[src/mlft_pkg.sv]
`default_nettype none

package mlft_pkg;

    localparam int PORTS         = 8;
    localparam int TABLE_ENTRIES = 64;
    localparam int MATRIX_SIDE   = 8;
    localparam int MAC_W         = 48;
    localparam int PORT_W        = 3;
    localparam int MASK_W        = MATRIX_SIDE;
    localparam int PERM_W        = MATRIX_SIDE * MATRIX_SIDE;
    localparam int ACTIVE_W      = 4;
    localparam int PORT_LIM_W    = $clog2(PORTS + 1);
    localparam int COUNT_W       = $clog2(TABLE_ENTRIES + 1);
    localparam int GROUP_SIZE    = 8;
    localparam int NUM_GROUPS    = (TABLE_ENTRIES + GROUP_SIZE - 1) / GROUP_SIZE;
    localparam int CFG_INDEX_W   = 2;
    localparam int CFG_DATA_W    = 64;

    localparam logic [MAC_W-1:0] BCAST_MAC = {MAC_W{1'b1}};

    typedef enum logic [CFG_INDEX_W-1:0] {
        CFG_SEND_PERMISSION = 2'd0,
        CFG_ACTIVE_PORTS    = 2'd1
    } cfg_reg_t;

    typedef enum logic [1:0] {
        ST_IDLE,
        ST_COMPARE,
        ST_REDUCE,
        ST_FINISH
    } state_t;

    typedef struct packed {
        logic [MAC_W-1:0]  mac;
        logic [PORT_W-1:0] port;
    } entry_t;

    typedef struct packed {
        logic              src_hit;
        logic              dst_hit;
        logic [PORT_W-1:0] port;
    } cell_hit_t;

    typedef struct packed {
        logic              src_found;
        logic              dst_found;
        logic [PORT_W-1:0] dst_port;
    } match_t;

endpackage

`default_nettype wire

[src/mlft_cell.sv]
`default_nettype none

module mlft_cell (
    input  wire                       aclk,
    input  wire                       shift_en,
    input  wire                       occupied,
    input  mlft_pkg::entry_t          entry_in,
    input  wire [mlft_pkg::MAC_W-1:0] key_src_mac,
    input  wire [mlft_pkg::MAC_W-1:0] key_dst_mac,
    output mlft_pkg::entry_t          entry_out,
    output mlft_pkg::cell_hit_t       hit_out
);

    mlft_pkg::entry_t    entry_reg;
    mlft_pkg::cell_hit_t hit_reg;
    mlft_pkg::cell_hit_t hit_next;

    always_comb begin
        hit_next.src_hit = occupied && (entry_reg.mac == key_src_mac);
        hit_next.dst_hit = occupied && (entry_reg.mac == key_dst_mac);
        hit_next.port    = entry_reg.port;
    end

    always_ff @(posedge aclk) begin
        if (shift_en) begin
            entry_reg <= entry_in;
        end
        hit_reg <= hit_next;
    end

    assign entry_out = entry_reg;
    assign hit_out   = hit_reg;

endmodule

`default_nettype wire

[config.mk]
export PLATFORM = sky130hd
export DESIGN_NAME = mlft_cell
export DESIGN_NICKNAME = d
export VERILOG_FILES = /design/src/mlft_pkg.sv /design/src/mlft_cell.sv
export SDC_FILE = /design/constraint.sdc
export NUM_CORES = 1
export LEC_CHECK = 0
export BUFFER_PORTS_ARGS = -buffer_cell sky130_fd_sc_hd__buf_4
export CAP_MARGIN = 20
export CORE_MARGIN = 5
export CORE_UTILIZATION = 45
export CTS_BUF_LIST = sky130_fd_sc_hd__clkbuf_2 sky130_fd_sc_hd__clkbuf_4 sky130_fd_sc_hd__clkbuf_8
export CTS_CLUSTER_DIAMETER = 60
export DETAILED_ROUTE_END_ITERATION = 12
export HOLD_SLACK_MARGIN = 0.03
export PLACE_DENSITY = 0.95
export SKIP_LAST_GASP = 1
export SLEW_MARGIN = 30
export SYNTH_ARGS = -nofsm -noshare
export SYNTH_HDL_FRONTEND = slang
export SYNTH_SLANG_ARGS = --single-unit
export TNS_END_PERCENT = 20
[constraint.sdc]
create_clock -name aclk -period 3.25 [get_ports aclk]
set_input_delay 0.325 -clock aclk [delete_from_list [all_inputs] [get_ports aclk]]
set_output_delay 0.325 -clock aclk [all_outputs]
set_load 0.005 [all_outputs]
==> impl_metrics.yaml <==
run_status:
  status: "finished, final reports clean"
sta:
  rsz0062_at_grt: "no"
  layout_min_cycle_time_ps: 1670
  finalSetupTns_ps: 0
  relSlewSlack: 0.567
  slew_violations: 0
  tightest_slew_ps: 649
  finalSetupViolCount: 0
  max_clock_freq_mhz: 599
  hold_viol_final: 0
  finalCritPeriodShare: 0.514
  fin_skew_ps: 9.12
placed_design:
  placement.io_buffers: 205
  place_congestion: 0.807
  dp.final_hpwl_microns: 7750
  postPlaceCellArea_sq_um: 4350
  placed_cells: 473
global_routing:
  overflow: 0
  grt_use_met2: 0.445
  antenna_found_initial: 0
  grt_pass1_wl_microns: 12900
  grt_pass1_vias: 2666
  met3_usage: 0.0931
  grt-busiest-layer: "met2"
  use_met1: 0.219
  grt_max_degree: 52
  track_usage: 0.228
floorplan:
  start_util: 0.462
  die_area_sq_um: 7740
  core_sq_um: 5920
  die-width_microns: 88.0
  die_h_microns: 88.0
  rows: 28
  ios: 206
power:
  total_power_uw: 1750
  pwr-share-comb: 0.217
  p_leak_uw: 0.00201
  power_density_nw_per_um2: 392
  ir_drop_mv: 0.236
  pwr-share-clk: 0.263
  switchingPower_uw: 424
  p_int_uw: 1320
  swShare: 0.243
  seq_power_share: 0.520
min_path:
  hold_class: "in2reg"
logic_synthesis:
  ys_types: 20
  yosys-top-cells-area: "edfxtp_1 56%, xor2_1 26%, nor4_1 4.3%, dfxtp_1 3.7%, xnor2_1 3.2%"
  synthArstFlopShare: 0
  synthTopCellsByCount: "80 x xor2_1, 51 x edfxtp_1, 19 x nor4_1"
  syn_avg_cell_area_sq_um: 14.0
  ys_seq_area_frac: 0.597
  syn-num-nets: 346
  synth_most_common_cell: "xor2_1"
  synth_top_area_frac: 0.560
  ys.flop_type: "edfxtp_1"
  yosys_warnings: 0
  syn_area_sq_um: 2740
  yosysTopAreaCell: "edfxtp_1"
  synth_edf_count: 51
  syn-instance-count: 196
  synth_seq_cells: 56
worst_setup_path:
  worstPathMaxFanout: 3
  critPathKind: "reg2reg"
  crit_path_max_incr_delay_ps: 550
  endpoint_kind: "register"
  slowest_stage: "or4_1"
  arrival_ps: 1890
  path_cells: "xnor2_1, o221ai_1, or4_1, nor4_2"
  critPathRequiredTime_ps: 3470
  startpoint_type: "register"
flow_run:
  maxCapViolations: 0
drt:
  drt_first_pass_iters: 4
  wl_per_cell_microns: 18.5
  dr_total_vias: 2301
  ant_nets: 0
  drc: 0
  drt_iter0_drc: 68
  routed_wirelength_microns: 8910
  routed_via_density: 4.78
clock_tree:
  cts_sinks: 56
  cts-buffers-inserted: 5
  postCtsSetupRepairBufs: 0
  cts-root-buf: "clkbuf_8"
  cts_max_level: 2
  insertion_delay_ps: 310
  cts_tree: "done"
  clockBufferDepth: 2
  cts-resized-gates: 0
  cts_hold_buffers: 0
  path_clk_slew_ps: 100
cells_and_area:
  utilization: 0.754
  fin_area_sq_um: 4460
  final_nets: 555
  drive_above_1_share: 0.527
  n_antenna_cell: 0
  area_growth_pct: 63.1
  finalNonFillerCells: 481
sequential cells by signal, summed over array words and instances (netlist names):
| name | flops |
|---|---|
| entry_out | 51 |
| hit_out | 5 |
layout make-up:
cell class	count	area [sq um]
flip-flops and latches	56	1630
multi-input cells	131	1060
fillers	418	1460
repair buffers	205	1540
well taps	75	93.8
clock inverters	3	47.5
clock buffers	5	68.8
inverters	6	22.5
power by group through the flow:
stage	Sequential, uW	Combinational (uW)	Clock (uW)
6_report	909	380	459
5_1_grt	917	412	499
4_1_cts	909	386	469
3_5_place_dp	926	384	0
3_3_place_gp	921	373	0
2_1_floorplan	919	111	0
layout by cell type (no fill, tap or decap), drive strengths merged:
master	n
dfxtp	5
o221ai	1
or4	1
nor3	2
nor4	20
buf	205
clkinv	2
xnor2	10
clkbuf	5
edfxtp	51
o2111ai	1
a222oi	1
nand4b	1
nand3	3
bufinv	1
o21ai	1
a2111oi	1
inv	6
xor2	80
nor2b	1
nand2b	3
nand4	5
through the flow:
| step | hold WS (ps) | setup slack, ps |
|---|---|---|
| floorplan | 349 | 1720 |
| global placement | 355 | 1600 |
| detailed placement | 364 | 1580 |
| CTS | 172 | 1550 |
| global route | 160 | 1420 |
| finish | 182 | 1580 |
path summary, 6_finish.rpt:
path | from | end | slack, ps | cells after the start
setup / recovery | entry_out[20] | hit_out[4] | 1580 | 4
hold / removal | entry_in[30] | entry_out[30] | 180 | 1
hold reg to reg | entry_out[1] | hit_out[1] | 390 | 0
setup reg to reg | entry_out[20] | hit_out[4] | 1580 | 4
critical path: cells and delay by family (launching register included):
kind / cells / cell delay, ps
compound gates: 1 / 130
xor+xnor: 1 / 180
flops: 1 / 460
simple gates: 2 / 820
logic make-up (layout without fill, tap and decap cells):
| group | count (synthesis) | in the layout | synth area share |
|---|---|---|---|
| XOR/XNOR | 90 | 90 | 0.288 |
| flip-flops | 56 | 56 | 0.597 |
| AND/OR/NAND/NOR | 36 | 36 | 0.0837 |
| buffers and inverters | 9 | 219 | 0.0165 |
| AO/OA/AOI/OAI | 5 | 5 | 0.0151 |
routing by layer:
layer | share of wire | vias up
li1 | - | 1122
met2 | 0.56 | 120
met3 | 0.12 | 12
met4 | 0.013 | 0
met1 | 0.31 | 1047
met5 | 0 | -
No activity file was read; power rests on OpenSTA's default activity.
