===== src/mlft_pkg.sv =====
`default_nettype none

package mlft_pkg;

    localparam int PORTS         = 8;
    localparam int TABLE_ENTRIES = 64;
    localparam int MATRIX_SIDE   = 8;
    localparam int MAC_W         = 48;
    localparam int PORT_W        = 3;
    localparam int MASK_W        = MATRIX_SIDE;
    localparam int PERM_W        = MATRIX_SIDE * MATRIX_SIDE;
    localparam int ACTIVE_W      = 4;
    localparam int PORT_LIM_W    = $clog2(PORTS + 1);
    localparam int COUNT_W       = $clog2(TABLE_ENTRIES + 1);
    localparam int GROUP_SIZE    = 8;
    localparam int NUM_GROUPS    = (TABLE_ENTRIES + GROUP_SIZE - 1) / GROUP_SIZE;
    localparam int CFG_INDEX_W   = 2;
    localparam int CFG_DATA_W    = 64;

    localparam logic [MAC_W-1:0] BCAST_MAC = {MAC_W{1'b1}};

    typedef enum logic [CFG_INDEX_W-1:0] {
        CFG_SEND_PERMISSION = 2'd0,
        CFG_ACTIVE_PORTS    = 2'd1
    } cfg_reg_t;

    typedef enum logic [1:0] {
        ST_IDLE,
        ST_COMPARE,
        ST_REDUCE,
        ST_FINISH
    } state_t;

    typedef struct packed {
        logic [MAC_W-1:0]  mac;
        logic [PORT_W-1:0] port;
    } entry_t;

    typedef struct packed {
        logic              src_hit;
        logic              dst_hit;
        logic [PORT_W-1:0] port;
    } cell_hit_t;

    typedef struct packed {
        logic              src_found;
        logic              dst_found;
        logic [PORT_W-1:0] dst_port;
    } match_t;

endpackage

`default_nettype wire


===== src/mlft_match_reduce.sv =====
`default_nettype none

module mlft_match_reduce (
    input  wire                 aclk,
    input  mlft_pkg::cell_hit_t hits [mlft_pkg::TABLE_ENTRIES],
    output mlft_pkg::match_t    match
);

    mlft_pkg::match_t grp_reg  [mlft_pkg::NUM_GROUPS];
    mlft_pkg::match_t grp_next [mlft_pkg::NUM_GROUPS];

    for (genvar g = 0; g < mlft_pkg::NUM_GROUPS; g++) begin : g_group
        always_comb begin
            grp_next[g] = '0;
            for (int k = 0; k < mlft_pkg::GROUP_SIZE; k++) begin
                if (g * mlft_pkg::GROUP_SIZE + k < mlft_pkg::TABLE_ENTRIES) begin
                    grp_next[g].src_found = grp_next[g].src_found
                        | hits[g * mlft_pkg::GROUP_SIZE + k].src_hit;
                    grp_next[g].dst_found = grp_next[g].dst_found
                        | hits[g * mlft_pkg::GROUP_SIZE + k].dst_hit;
                    if (hits[g * mlft_pkg::GROUP_SIZE + k].dst_hit) begin
                        grp_next[g].dst_port = grp_next[g].dst_port
                            | hits[g * mlft_pkg::GROUP_SIZE + k].port;
                    end
                end
            end
        end

        always_ff @(posedge aclk) begin
            grp_reg[g] <= grp_next[g];
        end
    end

    always_comb begin
        match = '0;
        for (int g = 0; g < mlft_pkg::NUM_GROUPS; g++) begin
            match.src_found = match.src_found | grp_reg[g].src_found;
            match.dst_found = match.dst_found | grp_reg[g].dst_found;
            match.dst_port  = match.dst_port  | grp_reg[g].dst_port;
        end
    end

endmodule

`default_nettype wire


===== config.mk =====
export PLATFORM = sky130hd
export DESIGN_NAME = mlft_match_reduce
export DESIGN_NICKNAME = d
export VERILOG_FILES = /design/src/mlft_pkg.sv /design/src/mlft_match_reduce.sv
export SDC_FILE = /design/constraint.sdc
export NUM_CORES = 1
export LEC_CHECK = 0
export BUFFER_PORTS_ARGS = -buffer_cell sky130_fd_sc_hd__buf_2
export CAP_MARGIN = 10
export CORE_AREA = 2 2 125 127
export DETAILED_ROUTE_END_ITERATION = 12
export DIE_AREA = 0 0 127 129
export PLACE_DENSITY = 0.5
export SYNTH_ARGS = -nofsm -noshare
export SYNTH_HDL_FRONTEND = slang
export SYNTH_SLANG_ARGS = --single-unit

===== constraint.sdc =====
create_clock -name aclk -period 1.5 [get_ports aclk]
set_input_delay 0.15 -clock aclk [delete_from_list [all_inputs] [get_ports aclk]]
set_output_delay 0.15 -clock aclk [all_outputs]
set_load 0.02 [all_outputs]

==> flow_summary_export.csv <==
group,metric,value,unit
pwr,p_sw_frac,0.2437,
floorplan,floorplan.initialDensity,0.1344,
pwr,comb_power_share,0.234,
global_routing,grt_max_degree,15,
pwr,pwr-share-clk,0.400,
routing,ant_nets,0,
floorplan,dieHeight,129,um
routing,avgRoutedWirePerCell,14.93,um
global_routing,grtUsageTotal,0.1239,
final_layout,nets,876,
critical_path,crit_family,"simple AND/OR/NAND/NOR gates",
critical_path,crit_chain,"nor4_1 -> nand2_1 -> buf_2",
global_routing,antenna_found_initial,1,
yosys,ys_ff_latch,40,
pwr,p_int,2.300,mW
clocking,htreeDepth,2,
timing,period_needed,1326,ps
routing,num_vias,3425,
clocking,cts_resized,0,
critical_path,worst-path-buf-inv,1,
timing,slew_violations,0,
routing,initialDrtViolationCount,148,
clocking,post_cts_buffers,0,
floorplan,num_io_pins,326,
routing,wirelength,11130,um
placement,gp_congestion,0.8600,
clocking,path_clk_slew,60,ps
timing,clock.fmax,754.1,MHz
flow_run,maxCapViolations,0,
clocking,cts_tree,"built",
floorplan,die_w,127,um
pwr,leakage,1.966,nW
critical_path,slowest_delay,340,ps
pwr,power.net_switching,741.4,uW
placement,port_buffers,325,
global_routing,grt_pass1_vias,3242,
timing,finalSetupTns,0,ps
global_routing,grt.overflow.total,0,
global_routing,met1_usage,0.1425,
yosys,synth.net_count,544,
global_routing,grt_use_met2,0.2366,
routing,first_pass_iters,4,
critical_path,slowest_stage,"nor4_1",
critical_path,worstSetupPathType,"reg -> out",
critical_path,arrival,1180,ps
yosys,yosysTopAreaCell,"dfxtp_1",
final_layout,largest_register_ffs,40,
status,status,"finished, final reports clean",
clocking,clock_path_buffers,2,
global_routing,grt_use_met3,0.02079,
routing,avgViaCountPerCell,4.597,
critical_path,cp_max_fo,1,
timing,relSlewSlack,0.7099,
critical_path,cp-start-kind,"flop",
yosys,synthTopCellsByArea,"dfxtp_1 40%, a22oi_1 36%, nor4_1 13%",
timing,min_period_over_period,0.8840,
final_layout,layout_commonest_cell,"buf_2",
yosys,ys_seq_area_frac,0.3978,
final_layout,drive_gt1_frac,0.5989,
pwr,power_frac_seq,0.365,
critical_path,cp.required,1350,ps
final_layout,final_cell_mix,"325 x buf_2, 96 x a22oi_1, 42 x nor4_1, 40 x dfxtp_1, 24 x nand4_1",
yosys,netlist_area,2013,um2
floorplan,num_rows,45,
clocking,numCtsBuffers,5,
yosys,synth_cell_types,5,
clocking,cts.root.buffer_cell,"clkbuf_16",
pwr,pwr_density_cell,751.0,nW/um2
timing,finalHoldViolations,0,
pwr,irDropWorstVdd,0.3201,mV
critical_path,crit_path_end_kind,"output pin",
routing,drc,0,
placement,dp_hpwl,10100,um
yosys,avgSynthCellArea,9.028,um2
floorplan,dieArea,16380,um2
min_path,hold_class,"in -> reg",
yosys,yosysTopAreaCellShare,0.3978,
floorplan,coreArea,14980,um2
placement,placed_cell_area,3875,um2
global_routing,grt_pass1_wl,16010,um
final_layout,areaGrowthSynthToFinish,101.2,%
timing,tightest_slew,431.2,ps
yosys,synth_cells,223,
timing,rsz0062_at_grt,"no",
clocking,cts_sinks,40,
global_routing,busiest_layer,"met2",
clocking,ctsHoldBuffers,0,
yosys,yosysWarningCount,0,
timing,setup_viol,0,
final_layout,design_area,4050,um2
-- synthesized netlist by cell type --
| cell | n |
|---|---|
| dfxtp_1 | 40 |
| nor4_1 | 42 |
| a22oi_1 | 96 |
| nand2_1 | 21 |
| nand4_1 | 24 |
-- final timing paths --
check / start / endpoint / slack [ps] / cells after the start
setup / recovery: grp_reg[1][2]$_DFF_P_ / match[2] / 170 / 3
hold / removal: hits[19] / grp_reg[1][19]$_DFF_P_ / 50 / 3
-- power by group through the flow --
stage / registers (mW) / logic [mW] / clock network, mW
global route: 1.11 / 0.787 / 1.31
detailed placement: 1.14 / 0.715 / 0
finish: 1.11 / 0.713 / 1.22
global placement: 1.14 / 0.707 / 0
floorplan: 1.13 / 0.169 / 0
CTS: 1.11 / 0.717 / 1.26
-- layer usage --
| layer | wire [um] | part of all wire | up-vias |
|---|---|---|---|
| met1 | 4250 | 0.38 | 1556 |
| met4 | 107 | 0.0096 | 0 |
| met3 | 822 | 0.074 | 10 |
| met5 | 0 | 0 | - |
| met2 | 5944 | 0.53 | 198 |
| li1 | - | - | 1661 |
-- per-stage QoR --
stage	total power [mW]	hold slack (ps)	util	worst slack [ps]	cells
5_1_grt	3.206	67.19	0.2703	56.86	744
2_1_floorplan	1.300	240.9	-	648.4	223
6_report	3.042	54.08	0.2704	174.0	745
3_5_place_dp	1.850	340.3	0.2587	447.8	736
4_1_cts	3.085	49.47	0.2703	135.9	744
3_3_place_gp	1.842	349.8	0.2587	425.6	736
-- logic make-up after synthesis --
group | Yosys count | share of synthesized area
compound gates | 96 | 0.3580
simple gates | 87 | 0.2443
flops | 40 | 0.3978
-- area by class of cell --
cell class | instances | area [um2]
flip-flops and latches | 40 | 800.8
well taps | 188 | 235.2
clock inverters | 3 | 47.55
fillers | 1647 | 10930
multi-input cells | 183 | 1212
clock buffers | 5 | 125.1
repair buffers | 325 | 1627
diodes | 1 | 2.502
-- worst min-delay path: stages --
cell	delay (ps)
buf_2	80
nor4_1	40
nand2_1	40
(Power assumes the default switching activity.)
